==> src/hdl/pid_pkg.sv <==
`timescale 1ns / 1ps
// ----------------------------------------------------------------------------
// pid_pkg
// Shared word types, register indexes and unit widths for the PID step block.
// ----------------------------------------------------------------------------
package pid_pkg;

    // input word
    typedef struct packed {
        logic signed [31:0] setpoint;
        logic signed [31:0] measurement;
        logic        [31:0] time_delta;
        logic               restart;
    } t_pid_in;

    // result word
    typedef struct packed {
        logic signed [16:0] drive;
        logic               saturated;
    } t_pid_out;

    // configuration register indexes
    localparam int CFG_IW = 3;
    localparam int CFG_DW = 24;
    localparam logic [CFG_IW-1:0] CFG_KP    = 3'd0;
    localparam logic [CFG_IW-1:0] CFG_KI    = 3'd1;
    localparam logic [CFG_IW-1:0] CFG_KD    = 3'd2;
    localparam logic [CFG_IW-1:0] CFG_LOWER = 3'd3;
    localparam logic [CFG_IW-1:0] CFG_UPPER = 3'd4;
    localparam logic [CFG_IW-1:0] CFG_OFFS  = 3'd5;
    localparam logic [CFG_IW-1:0] CFG_TRAP  = 3'd6;

    // serial multiplier: magnitude A times magnitude B
    localparam int MUL_AW = 33;
    localparam int MUL_BW = 32;
    localparam int MUL_PW = MUL_AW + MUL_BW;

    // serial divider: (N << DIV_FW) / D, quotient held at 2^(DIV_QW-1)
    localparam int DIV_NW = 57;
    localparam int DIV_DW = 32;
    localparam int DIV_FW = 16;
    localparam int DIV_QW = 61;

endpackage

==> src/hdl/pid_mul.sv <==
`timescale 1ns / 1ps
// ----------------------------------------------------------------------------
// pid_mul
// Unsigned shift-add multiplier, one multiplier bit per cycle.
// ----------------------------------------------------------------------------
module pid_mul (
    input  logic                        i_clk,
    input  logic                        i_rst_n,
    input  logic                        i_start,
    input  logic [pid_pkg::MUL_AW-1:0]  i_a,
    input  logic [pid_pkg::MUL_BW-1:0]  i_b,
    output logic                        o_done,
    output logic [pid_pkg::MUL_PW-1:0]  o_prod
);
    import pid_pkg::*;

    localparam int CW = $clog2(MUL_BW);

    logic              r_busy;
    logic              r_done;
    logic [CW-1:0]     r_cnt;
    logic [MUL_AW-1:0] r_a;
    logic [MUL_PW-1:0] r_p;
    logic [MUL_AW:0]   w_add;
    logic [MUL_PW-1:0] n_p;

    // add the multiplicand into the upper half when the low bit is set
    always_comb begin
        w_add = {1'b0, r_p[MUL_PW-1:MUL_BW]} + (r_p[0] ? {1'b0, r_a} : '0);
        n_p   = {w_add, r_p[MUL_BW-1:1]};
    end

    // sequence the bit passes
    always_ff @(posedge i_clk) begin
        if (!i_rst_n) begin
            r_busy <= 1'b0;
            r_done <= 1'b0;
            r_cnt  <= '0;
        end else begin
            r_done <= 1'b0;
            if (i_start) begin
                r_busy <= 1'b1;
                r_cnt  <= '0;
            end else if (r_busy) begin
                r_cnt <= r_cnt + 1'b1;
                if (r_cnt == CW'(MUL_BW - 1)) begin
                    r_busy <= 1'b0;
                    r_done <= 1'b1;
                end
            end
        end
    end

    // load and shift the product register
    always_ff @(posedge i_clk) begin
        if (i_start) begin
            r_a <= i_a;
            r_p <= {{MUL_AW{1'b0}}, i_b};
        end else if (r_busy) begin
            r_p <= n_p;
        end
    end

    assign o_done = r_done;
    assign o_prod = r_p;

endmodule

==> src/hdl/pid_div.sv <==
`timescale 1ns / 1ps
// ----------------------------------------------------------------------------
// pid_div
// Restoring divider, one quotient bit per cycle, quotient held at its cap.
// ----------------------------------------------------------------------------
module pid_div (
    input  logic                        i_clk,
    input  logic                        i_rst_n,
    input  logic                        i_start,
    input  logic [pid_pkg::DIV_NW-1:0]  i_num,
    input  logic [pid_pkg::DIV_DW-1:0]  i_den,
    output logic                        o_done,
    output logic [pid_pkg::DIV_QW-1:0]  o_quot
);
    import pid_pkg::*;

    localparam int XW = DIV_NW + DIV_FW;
    localparam int CW = $clog2(XW);

    logic              r_busy;
    logic              r_done;
    logic [CW-1:0]     r_cnt;
    logic [XW-1:0]     r_x;
    logic [DIV_DW-1:0] r_den;
    logic [DIV_DW-1:0] r_rem;
    logic [DIV_QW-1:0] r_q;
    logic              r_over;
    logic [DIV_DW:0]   w_sh;
    logic [DIV_DW+1:0] w_dif;
    logic              w_qbit;

    // trial subtract of the divisor
    always_comb begin
        w_sh   = {r_rem, r_x[XW-1]};
        w_dif  = {1'b0, w_sh} - {2'b00, r_den};
        w_qbit = !w_dif[DIV_DW+1];
    end

    // sequence the bit passes
    always_ff @(posedge i_clk) begin
        if (!i_rst_n) begin
            r_busy <= 1'b0;
            r_done <= 1'b0;
            r_cnt  <= '0;
        end else begin
            r_done <= 1'b0;
            if (i_start) begin
                r_busy <= 1'b1;
                r_cnt  <= '0;
            end else if (r_busy) begin
                r_cnt <= r_cnt + 1'b1;
                if (r_cnt == CW'(XW - 1)) begin
                    r_busy <= 1'b0;
                    r_done <= 1'b1;
                end
            end
        end
    end

    // shift dividend in, quotient out; remember bits past the cap
    always_ff @(posedge i_clk) begin
        if (i_start) begin
            r_x    <= {i_num, {DIV_FW{1'b0}}};
            r_den  <= i_den;
            r_rem  <= '0;
            r_q    <= '0;
            r_over <= 1'b0;
        end else if (r_busy) begin
            r_x    <= {r_x[XW-2:0], 1'b0};
            r_rem  <= w_qbit ? w_dif[DIV_DW-1:0] : w_sh[DIV_DW-1:0];
            r_q    <= {r_q[DIV_QW-2:0], w_qbit};
            r_over <= r_over | r_q[DIV_QW-1];
        end
    end

    assign o_done = r_done;
    assign o_quot = (r_over || r_q[DIV_QW-1]) ? {1'b1, {(DIV_QW-1){1'b0}}}
                                              : {1'b0, r_q[DIV_QW-2:0]};

endmodule

==> src/hdl/pid_step_clamped.sv <==
`timescale 1ns / 1ps
// ----------------------------------------------------------------------------
// pid_step_clamped
// PID controller step with clamped integral, fixed point, bit-serial datapath.
// ----------------------------------------------------------------------------
// Each word runs four serial multiplier passes and, when time_delta is
// nonzero, a restoring divide; a new word is accepted only in the idle
// state, after the previous one has gone to the output register.
// A finished word waits in the output register while the next one is taken.
// Reset (synchronous, active low) restores register defaults, clears the
// integral, previous error and running flag, and drops output valid.
module pid_step_clamped (
    input  logic                         i_clk,
    input  logic                         i_rst_n,
    input  logic                         i_in_valid,
    output logic                         o_in_ready,
    input  pid_pkg::t_pid_in             i_in,
    output logic                         o_out_valid,
    input  logic                         i_out_ready,
    output pid_pkg::t_pid_out            o_out,
    input  logic                         i_cfg_valid,
    output logic                         o_cfg_ready,
    input  logic [pid_pkg::CFG_IW-1:0]   i_cfg_index,
    input  logic [pid_pkg::CFG_DW-1:0]   i_cfg_data
);
    import pid_pkg::*;

    localparam logic [3:0] ST_IDLE  = 4'd0;
    localparam logic [3:0] ST_PREP  = 4'd1;
    localparam logic [3:0] ST_BASE  = 4'd2;
    localparam logic [3:0] ST_MIGO  = 4'd3;
    localparam logic [3:0] ST_MI    = 4'd4;
    localparam logic [3:0] ST_INT   = 4'd5;
    localparam logic [3:0] ST_MP    = 4'd6;
    localparam logic [3:0] ST_MK    = 4'd7;
    localparam logic [3:0] ST_MD    = 4'd8;
    localparam logic [3:0] ST_DV    = 4'd9;
    localparam logic [3:0] ST_FIN   = 4'd10;
    localparam logic [3:0] ST_CLP   = 4'd11;

    // configuration
    logic signed [23:0] r_kp, r_ki, r_kd;
    logic signed [15:0] r_lo, r_hi, r_off;
    logic               r_trap;

    // state and datapath
    logic [3:0]         r_state;
    t_pid_in            r_in;
    logic               r_run;
    logic signed [32:0] r_prev;
    logic signed [32:0] r_err;
    logic signed [32:0] r_old;
    logic signed [33:0] r_base;
    logic signed [33:0] r_diff;
    logic signed [33:0] r_int;
    logic               r_neg;
    logic signed [63:0] r_acc;
    logic signed [31:0] r_res;
    logic               r_ovalid;
    t_pid_out           r_out;

    // unit hookup
    logic               w_mul_start, w_mul_done;
    logic [MUL_AW-1:0]  w_mul_a;
    logic [MUL_BW-1:0]  w_mul_b;
    logic [MUL_PW-1:0]  w_prod;
    logic               w_div_start, w_div_done;
    logic [DIV_QW-1:0]  w_quot;

    logic signed [32:0] w_err;
    logic               w_first;
    logic [32:0]        w_err_neg, w_err_mag;
    logic [33:0]        w_base_neg, w_int_neg, w_diff_neg;
    logic [32:0]        w_base_mag, w_int_mag, w_diff_mag;
    logic [23:0]        w_kp_neg, w_ki_neg, w_kd_neg;
    logic [23:0]        w_kp_mag, w_ki_mag, w_kd_mag;
    logic signed [16:0] w_ub, w_lb;
    logic signed [49:0] w_ubq, w_lbq;
    logic [47:0]        w_q;
    logic signed [49:0] w_isum;
    logic [63:0]        w_term;
    logic signed [63:0] n_acc;
    logic signed [63:0] w_tr;
    logic signed [31:0] w_ub32, w_lb32;
    logic signed [16:0] w_clamp;
    logic               w_sat;
    logic               w_slot;

    assign o_cfg_ready = 1'b1;
    assign o_in_ready  = (r_state == ST_IDLE);
    assign o_out_valid = r_ovalid;
    assign o_out       = r_out;
    assign w_slot      = !r_ovalid || i_out_ready;

    // error, magnitudes and bounds
    always_comb begin
        w_err      = {r_in.setpoint[31], r_in.setpoint}
                   - {r_in.measurement[31], r_in.measurement};
        w_first    = !r_run || r_in.restart;
        w_err_neg  = -r_err;
        w_err_mag  = r_err[32] ? w_err_neg : r_err;
        w_base_neg = -r_base;
        w_base_mag = r_base[33] ? w_base_neg[32:0] : r_base[32:0];
        w_int_neg  = -r_int;
        w_int_mag  = r_int[33] ? w_int_neg[32:0] : r_int[32:0];
        w_diff_neg = -r_diff;
        w_diff_mag = r_diff[33] ? w_diff_neg[32:0] : r_diff[32:0];
        w_kp_neg   = -r_kp;
        w_kp_mag   = r_kp[23] ? w_kp_neg : r_kp;
        w_ki_neg   = -r_ki;
        w_ki_mag   = r_ki[23] ? w_ki_neg : r_ki;
        w_kd_neg   = -r_kd;
        w_kd_mag   = r_kd[23] ? w_kd_neg : r_kd;
        w_ub       = {r_hi[15], r_hi} - {r_off[15], r_off};
        w_lb       = {r_lo[15], r_lo} - {r_off[15], r_off};
        w_ubq      = {{17{w_ub[16]}}, w_ub, 16'h0000};
        w_lbq      = {{17{w_lb[16]}}, w_lb, 16'h0000};
        w_ub32     = {{15{w_ub[16]}}, w_ub};
        w_lb32     = {{15{w_lb[16]}}, w_lb};
    end

    // integral increment, truncated magnitude then signed
    always_comb begin
        w_q    = r_trap ? w_prod[64:17] : w_prod[63:16];
        w_isum = r_neg ? {{16{r_int[33]}}, r_int} - {2'b00, w_q}
                       : {{16{r_int[33]}}, r_int} + {2'b00, w_q};
    end

    // accumulate a signed term into the Q.32 sum
    always_comb begin
        w_term = (r_state == ST_DV) ? {3'b000, w_quot} : {1'b0, w_prod[62:0]};
        n_acc  = r_neg ? r_acc - $signed(w_term) : r_acc + $signed(w_term);
        w_tr   = r_acc + (r_acc[63] ? 64'sh0000_0000_FFFF_FFFF : 64'sh0);
    end

    // result clamp
    always_comb begin
        if (r_res > w_ub32) begin
            w_clamp = w_ub;
            w_sat   = 1'b1;
        end else if (r_res < w_lb32) begin
            w_clamp = w_lb;
            w_sat   = 1'b1;
        end else begin
            w_clamp = r_res[16:0];
            w_sat   = 1'b0;
        end
    end

    // multiplier and divider launch
    always_comb begin
        w_mul_a     = '0;
        w_mul_b     = '0;
        w_mul_start = 1'b0;
        w_div_start = (r_state == ST_MD) && w_mul_done && (r_in.time_delta != '0);
        unique case (r_state)
            ST_MIGO: begin
                w_mul_start = 1'b1;
                w_mul_a     = w_base_mag;
                w_mul_b     = r_in.time_delta;
            end
            ST_INT: begin
                w_mul_start = 1'b1;
                w_mul_a     = w_err_mag;
                w_mul_b     = {8'h00, w_kp_mag};
            end
            ST_MP: begin
                w_mul_start = w_mul_done;
                w_mul_a     = w_int_mag;
                w_mul_b     = {8'h00, w_ki_mag};
            end
            ST_MK: begin
                w_mul_start = w_mul_done;
                w_mul_a     = w_diff_mag;
                w_mul_b     = {8'h00, w_kd_mag};
            end
            default: begin
                w_mul_start = 1'b0;
            end
        endcase
    end

    // configuration writes
    always_ff @(posedge i_clk) begin
        if (!i_rst_n) begin
            r_kp   <= '0;
            r_ki   <= '0;
            r_kd   <= '0;
            r_lo   <= '0;
            r_hi   <= 16'sd32767;
            r_off  <= '0;
            r_trap <= 1'b0;
        end else if (i_cfg_valid && o_cfg_ready) begin
            unique case (i_cfg_index)
                CFG_KP:    r_kp   <= i_cfg_data;
                CFG_KI:    r_ki   <= i_cfg_data;
                CFG_KD:    r_kd   <= i_cfg_data;
                CFG_LOWER: r_lo   <= i_cfg_data[15:0];
                CFG_UPPER: r_hi   <= i_cfg_data[15:0];
                CFG_OFFS:  r_off  <= i_cfg_data[15:0];
                CFG_TRAP:  r_trap <= i_cfg_data[0];
                default:   r_trap <= r_trap;
            endcase
        end
    end

    // sequencer and controller state
    always_ff @(posedge i_clk) begin
        if (!i_rst_n) begin
            r_state  <= ST_IDLE;
            r_run    <= 1'b0;
            r_prev   <= '0;
            r_int    <= '0;
            r_ovalid <= 1'b0;
        end else begin
            if (r_state == ST_CLP && w_slot) begin
                r_ovalid <= 1'b1;
            end else if (i_out_ready) begin
                r_ovalid <= 1'b0;
            end
            unique case (r_state)
                ST_IDLE: begin
                    if (i_in_valid) r_state <= ST_PREP;
                end
                ST_PREP: begin
                    r_run   <= 1'b1;
                    r_prev  <= w_err;
                    if (w_first) r_int <= '0;
                    r_state <= ST_BASE;
                end
                ST_BASE: r_state <= ST_MIGO;
                ST_MIGO: r_state <= ST_MI;
                ST_MI: begin
                    if (w_mul_done) r_state <= ST_INT;
                end
                ST_INT: begin
                    // hold the integral within the bounds, upper test first
                    if (w_isum > w_ubq) begin
                        r_int <= w_ubq[33:0];
                    end else if (w_isum < w_lbq) begin
                        r_int <= w_lbq[33:0];
                    end else begin
                        r_int <= w_isum[33:0];
                    end
                    r_state <= ST_MP;
                end
                ST_MP: begin
                    if (w_mul_done) r_state <= ST_MK;
                end
                ST_MK: begin
                    if (w_mul_done) r_state <= ST_MD;
                end
                ST_MD: begin
                    if (w_mul_done) begin
                        r_state <= (r_in.time_delta != '0) ? ST_DV : ST_FIN;
                    end
                end
                ST_DV: begin
                    if (w_div_done) r_state <= ST_FIN;
                end
                ST_FIN: r_state <= ST_CLP;
                ST_CLP: begin
                    if (w_slot) r_state <= ST_IDLE;
                end
                default: r_state <= ST_IDLE;
            endcase
        end
    end

    // datapath registers
    always_ff @(posedge i_clk) begin
        if (r_state == ST_IDLE && i_in_valid) begin
            r_in <= i_in;
        end
        if (r_state == ST_PREP) begin
            r_err <= w_err;
            r_old <= w_first ? w_err : r_prev;
        end
        if (r_state == ST_BASE) begin
            r_base <= r_trap ? {r_err[32], r_err} + {r_old[32], r_old}
                             : {r_err[32], r_err};
            r_diff <= {r_err[32], r_err} - {r_old[32], r_old};
        end
        unique case (r_state)
            ST_MIGO: r_neg <= r_base[33];
            ST_INT: begin
                r_neg <= r_err[32] ^ r_kp[23];
                r_acc <= '0;
            end
            ST_MP: begin
                if (w_mul_done) begin
                    r_acc <= n_acc;
                    r_neg <= r_int[33] ^ r_ki[23];
                end
            end
            ST_MK: begin
                if (w_mul_done) begin
                    r_acc <= n_acc;
                    r_neg <= r_diff[33] ^ r_kd[23];
                end
            end
            ST_DV: begin
                if (w_div_done) r_acc <= n_acc;
            end
            ST_FIN: r_res <= w_tr[63:32];
            ST_CLP: begin
                if (w_slot) begin
                    r_out.drive     <= w_clamp + {r_off[15], r_off};
                    r_out.saturated <= w_sat;
                end
            end
            default: r_neg <= r_neg;
        endcase
    end

    pid_mul u_mul (
        .i_clk   (i_clk),
        .i_rst_n (i_rst_n),
        .i_start (w_mul_start),
        .i_a     (w_mul_a),
        .i_b     (w_mul_b),
        .o_done  (w_mul_done),
        .o_prod  (w_prod)
    );

    pid_div u_div (
        .i_clk   (i_clk),
        .i_rst_n (i_rst_n),
        .i_start (w_div_start),
        .i_num   (w_prod[DIV_NW-1:0]),
        .i_den   (r_in.time_delta),
        .o_done  (w_div_done),
        .o_quot  (w_quot)
    );

endmodule

==> config.mk <==
export PLATFORM = sky130hd
export DESIGN_NAME = pid_step_clamped
export DESIGN_NICKNAME = d
export VERILOG_FILES = /design/src/hdl/pid_pkg.sv /design/src/hdl/pid_mul.sv /design/src/hdl/pid_div.sv /design/src/hdl/pid_step_clamped.sv
export SDC_FILE = /design/constraint.sdc
export NUM_CORES = 2
export LEC_CHECK = 0
export BUFFER_PORTS_ARGS = -buffer_cell sky130_fd_sc_hd__buf_2
export CORE_MARGIN = 5
export CORE_UTILIZATION = 40
export CTS_CLUSTER_DIAMETER = 60
export DETAILED_ROUTE_END_ITERATION = 7
export GPL_ROUTABILITY_DRIVEN = 0
export SLEW_MARGIN = 5
export SYNTH_ARGS = -nofsm -noshare
export SYNTH_HDL_FRONTEND = slang
export SYNTH_SLANG_ARGS = --single-unit
==> constraint.sdc <==
create_clock -name i_clk -period 13.5 [get_ports i_clk]
set_input_delay 2.7 -clock i_clk [delete_from_list [all_inputs] [get_ports i_clk]]
set_output_delay 2.7 -clock i_clk [all_outputs]
set_load 0.02 [all_outputs]
Word-level counts from Yosys, hierarchy flattened
Cells that the tools add are included.
{"block": "word_totals", "out_inout_bits": 21, "register_bits": 837, "word_cells": 193, "inputBits": 129}
{"block": "op_classes", "reduce_logical": 37, "bitwise": 7, "muxes": 56, "addsub": 22, "eq_ne": 28, "n_lt_le_gt_ge": 4}
{"operator": "$mux 33", "n": 6}
{"operator": "$mux 64", "n": 3}
{"operator": "$pmux 64 s3", "n": 1}
{"operator": "$mux 73", "n": 2}
{"operator": "$mux 34", "n": 4}
{"operator": "$neg 33->33", "n": 4}
{"operator": "$pmux 33 s4", "n": 1}
{"operator": "$mux 32", "n": 4}
{"operator": "$pmux 32 s4", "n": 1}
{"operator": "$mux 24", "n": 3}
{"operator": "$neg 24->24", "n": 3}
{"operator": "$add 33x33->34", "n": 2}
{"operator": "$pmux 34 s2", "n": 1}
{"operator": "$add 64x33->64", "n": 1}
{"operator": "$add 64x64->64", "n": 1}
{"operator": "$sub 64x64->64", "n": 1}
{"operator": "$mux 63", "n": 1}
{"operator": "$mux 61", "n": 1}
{"operator": "$add 34x49->50", "n": 1}
{"operator": "$gt 50x33->1", "n": 1}
{"operator": "$lt 50x33->1", "n": 1}
{"operator": "$mux 50", "n": 1}
{"operator": "$sub 34x49->50", "n": 1}
{"operator": "$mux 48", "n": 1}
{"operator": "other kinds (44)", "n": 108}

Logic depth before layout (Yosys ltp)
{"block": "depth", "ltp_word": 7, "depth_mapped": 43, "ltp_nobuf": 37}

By module
A second synthesis with hierarchy kept.
{"block": "hier_totals", "hier_cells": 6951, "hier_area_um2": 61684.2}
{"module": "pid_step_clamped", "seq_area_each_um2": 14273.7, "area_per_inst_um2": 46333.2, "cells_each": 5485, "instances": 1}
{"module": "pid_div", "seq_area_each_um2": 4734.5, "area_per_inst_um2": 9524.1, "cells_each": 914, "instances": 1}
{"module": "pid_mul", "seq_area_each_um2": 2752.6, "area_per_inst_um2": 5826.8, "cells_each": 552, "instances": 1}

Worst setup path after synthesis
OpenSTA, ideal clock, no wires.
{"block": "synth_path", "path_type": "register to register", "from": "reg r_trap", "to": "reg r_int[21]", "stages_incl_launch_ff": 42, "setup_time_ps": 117, "path_slack_ps": 4074, "required_ps": 13383, "synth_period_minus_slack_ps": 9426, "path_buffers": 8, "arrival_ps": 9309, "path_cell_list": "dfxtp_1 > clkbuf_1 > clkbuf_1 > clkbuf_1 > clkbuf_1 > mux2i_1 > ha_1 > nand2b_1 > or4_1 > clkbuf_1 > nor3_1 > nand2_1 > or2_2 > clkbuf_1 > or3_1 > o211ai_1 > a21oi_1 > or2_2 > (+6 left out) > nor3_1 > a21oi_1 > a41oi_1 > a31oi_1 > nor4bb_1 > a311o_1 > ha_1 > nand4_1 > or2_1 > nor3_1 > nand4_1 > or4_1 > or4_1 > nor4_1 > a31o_2 > buf_2 > mux2i_1 > a22o_1"}
{"block": "synth_between", "elab_chain_cells": 7, "elab_cells_between_ends": 9, "classes_between": "add/sub (2); order compare (2); mux (5)"}
{"item": "start: declaration", "line_no": "pid_step_clamped.sv:44", "source": "logic r_trap;"}
{"item": "start signal: assignment", "line_no": "pid_step_clamped.sv:201", "source": "CFG_TRAP: r_trap <= i_cfg_data[0];"}
{"item": "start signal: assignment", "line_no": "pid_step_clamped.sv:202", "source": "default: r_trap <= r_trap;"}
{"item": "$mux 48 (*)", "line_no": "pid_step_clamped.sv:124", "source": "w_q = r_trap ? w_prod[64:17] : w_prod[63:16];"}
{"item": "$add 34x49->50 / $sub 34x49->50 (equally long branches)", "line_no": "pid_step_clamped.sv:126, pid_step_clamped.sv:125"}
{"item": "$mux 50 (*)", "line_no": "pid_step_clamped.sv:125", "source": "w_isum = r_neg ? {{16{r_int[33]}}, r_int} - {2'b00, w_q}"}
{"item": "$lt 50x33->1", "line_no": "pid_step_clamped.sv:240", "source": "end else if (w_isum < w_lbq) begin"}
{"item": "$mux 34", "line_no": "pid_step_clamped.sv:240"}
{"item": "$mux 34 (*)", "line_no": "pid_step_clamped.sv:238", "source": "if (w_isum > w_ubq) begin"}
{"item": "$pmux 34 s2 (*)", "line_no": "pid_step_clamped.sv:221", "source": "unique case (r_state)"}
{"item": "end signal: assignment", "line_no": "pid_step_clamped.sv:239", "source": "r_int <= w_ubq[33:0];"}
{"item": "end signal: assignment", "line_no": "pid_step_clamped.sv:241", "source": "r_int <= w_lbq[33:0];"}
{"item": "end signal: assignment", "line_no": "pid_step_clamped.sv:243", "source": "r_int <= w_isum[33:0];"}
{"item": "end: declaration", "line_no": "pid_step_clamped.sv:55", "source": "logic signed [33:0] r_int;"}
Every way passes the cells marked *; elsewhere a longest branch is shown, timed or not.
A chain may end at the register's enable or synchronous reset.

Worst setup path in the final report
{"block": "layout_path", "from": "reg r_trap", "to": "reg r_int[32]"}
Same word-level chain as after synthesis.

==> results.txt <==
Status -> finished clean
Die ar. -> 162000 sq um
Number of global-route vias before repair -> 50000
# rows -> 144
Clock Path Buffers -> 3
Slowest cell delay on critical path -> 770 ps
Final Cycle Share -> 0.804
Final setup vio count -> 0
Largest net degree at the start of global routing -> 111
Synth top cells by count -> nand2_1, nor2_1, edfxtp_1
Synth cell types -> 97
Post-Syn Area -> 61700 sq um
GRT Total Usage -> 0.227
WHS -> 466 ps
Post-route ant nets -> 0
Worst setup path class -> reg -> reg
Cts hold-fix bufs -> 0
Post-Route WL -> 193000 microns
Static Leak -> 26.8 nW
Buffers on Ports -> 148
Seq/Total Area, Yosys -> 0.353
Peak VDD IR -> 0.140 mV
Clock-pin slew on the worst setup and hold paths -> 60 ps
Htree depth -> 3
Ys flop type -> edfxtp_1
Critical Path Fanout Max -> 59
Fill cells -> 15000
Total number of vias -> 54100
Drc violations -> 0
Final Hold Viols -> 0
Die X-Extent -> 403 microns
Post-Syn Nets -> 7787
Cell taking the most area after synthesis -> edfxtp_1
TritonRoute pass-1 iters -> 8
Worst-margin pin slew -> 1210 ps
Vias per cell -> 5.84
Pwr Density -> 157 nW/um^2
I/O Pins -> 150
Number of synthesized flops with an enable pin -> 500
Synth warnings -> 0
Peak Freq -> 92.1 MHz
Post-Synthesis Cells -> 7151
Critical Path RT -> 14170 ps
Total negative setup slack -> 0 ps
HPWL after DPL -> 147000 microns
Post-CTS setup-driven buffer insertion count -> 0
CTS Sinks -> 837
Seq cells post-synth -> 837
Skew-Pair Late Insertion Delay -> 760 ps
Synth-to-Final Area Change -> 10.1%
RSZ-0062 raised after global routing -> no
Arr. time, crit path -> 11530 ps
Chip height -> 403 microns
Count leader, synth -> nand2_1
Worst Setup Start Kind -> flip-flop
Initial core utilization -> 0.401
HP Class -> reg -> reg
Syn avg cell area -> 8.62 sq um
Flop2flop setup slack -> 2640 ps
Final #Nets -> 7755
Slew Limit Headroom -> 0.189
First-pass GRT wire length -> 293000 microns
CP Capture Type -> flip-flop
Multi-input logic area -> 37500 sq um
Asr flop ratio synth -> 0
Synth top area share -> 0.244
Post-Route Skew -> 92.7 ps
Initial antenna violation count -> 5
PostCTS Resize Cnt -> 0
Share of cells above drive strength 1 -> 0.0701
Max-slew violations -> 0
Grt total ovfl -> 0
CTS tree -> built
Area contributors post-synth -> edfxtp_1, dfxtp_1, ha_1
CTS Root Cell -> clkbuf_16
Register area -> 21800 sq um
Number of buffers created by CTS -> 103
MaxCap Viol Count -> 0
Wire per inst -> 20.8 microns
Final Critical Period -> 10860 ps
Most used cell, CP -> a21oi_1
Tot Pwr -> 10.7 mW
DR iter-0 viols -> 5233
Core area -> 154000 sq um
Slowest-stage cell, CP -> nor4bb_1
-- worst max-delay path: cells and delay by family, from the launching register on --
kind	cells	cell delay [ps]
DFF	1	740
and+or+nand+nor	19	5580
adders and majority gates	3	900
AOI/OAI and AO/OA	11	3100
muxes	1	410
-- final timing paths --
| kind | start | to | cells past startpoint |
|---|---|---|---|
| min | r_prev[6] | r_prev[6] | 2 |
| max | r_trap | r_int[32] | 34 |
| min reg2reg | r_prev[6] | r_prev[6] | 2 |
| max reg2reg | r_trap | r_int[32] | 34 |
-- flip-flops by register name, indices dropped and copies added, names as in the netlist, 34 cells and up --
register / count
r_diff: 34
u_mul.o_prod: 65
u_div.r_x: 57
r_acc: 64
r_in: 97
u_div.r_q: 61
r_base: 34
r_int: 34
-- per-stage QoR --
stage | instances | instance area, sq um | setup slack, ps | utilization
floorplan | 7151 | 61700 | 4070 | -
global placement | 9058 | 64300 | 3220 | 0.418
detailed placement | 9058 | 64300 | 2980 | 0.418
CTS | 9253 | 67900 | 2900 | 0.442
global route | 9253 | 67900 | 2010 | 0.442
finish | 9256 | 67900 | 2640 | 0.442
-- placed cells by master (no fill, tap or decap), drive strengths merged, types with 82 or more instances in the layout --
cell type,Yosys,layout
nand2,925,925
nor2,579,579
edfxtp,500,500
a21oi,499,499
ha,497,497
o21ai,394,394
dfxtp,337,337
inv,306,312
xnor2,298,298
xor2,271,271
buf,29,226
a21o,190,190
a21boi,160,160
mux2i,138,138
clkbuf,334,128
nor3,126,126
nand3,121,121
a31oi,104,104
and3,101,101
nor2b,86,86
o31ai,82,82
-- final cells by class --
class                           count  share of cell area
Timing Repair Buffer              226              0.0196
Tap cell                         2044              0.0377
Sequential cell                   837               0.321
Inverter                          308              0.0171
Multi-Input combinational cell   5643               0.552
Antenna cell                        3            0.000111
Clock buffer                      128              0.0405
Clock inverter                     67              0.0119
-- per-layer routing --
metal  global-route usage  share of wire  wire, microns  up-vias
li1                     -              -              -    26000
met1                0.321           0.44          85400    25700
met2                0.345           0.43          82200     1973
met3               0.0383          0.086          16600      398
met4               0.0926          0.044           8560        2
met5                    0       0.000067             13        -
-- kinds of logic (layout without fill, tap and decap cells) --
| kind of cell | count (synthesis) | after routing | synth area share |
|---|---|---|---|
| muxes | 155 | 155 | 0.0255 |
| other | 1 | 4 | 0.0000608 |
| DFF | 837 | 837 | 0.353 |
| xor gates and xnor gates | 569 | 569 | 0.0808 |
| adders and majority gates | 507 | 507 | 0.104 |
| AOI/OAI and AO/OA | 2013 | 2013 | 0.214 |
| and+or+nand+nor | 2398 | 2398 | 0.181 |
| buffers and inverters | 671 | 729 | 0.0411 |
-- power breakdown --
part	total, mW	leakage [nW]	switching (mW)	internal (mW)
sequential	3.45	7.06	0.345	3.10
clock	2.87	1.71	1.19	1.68
combinational	4.36	18.1	2.67	1.69
No activity file was read; power rests on OpenSTA's default activity.
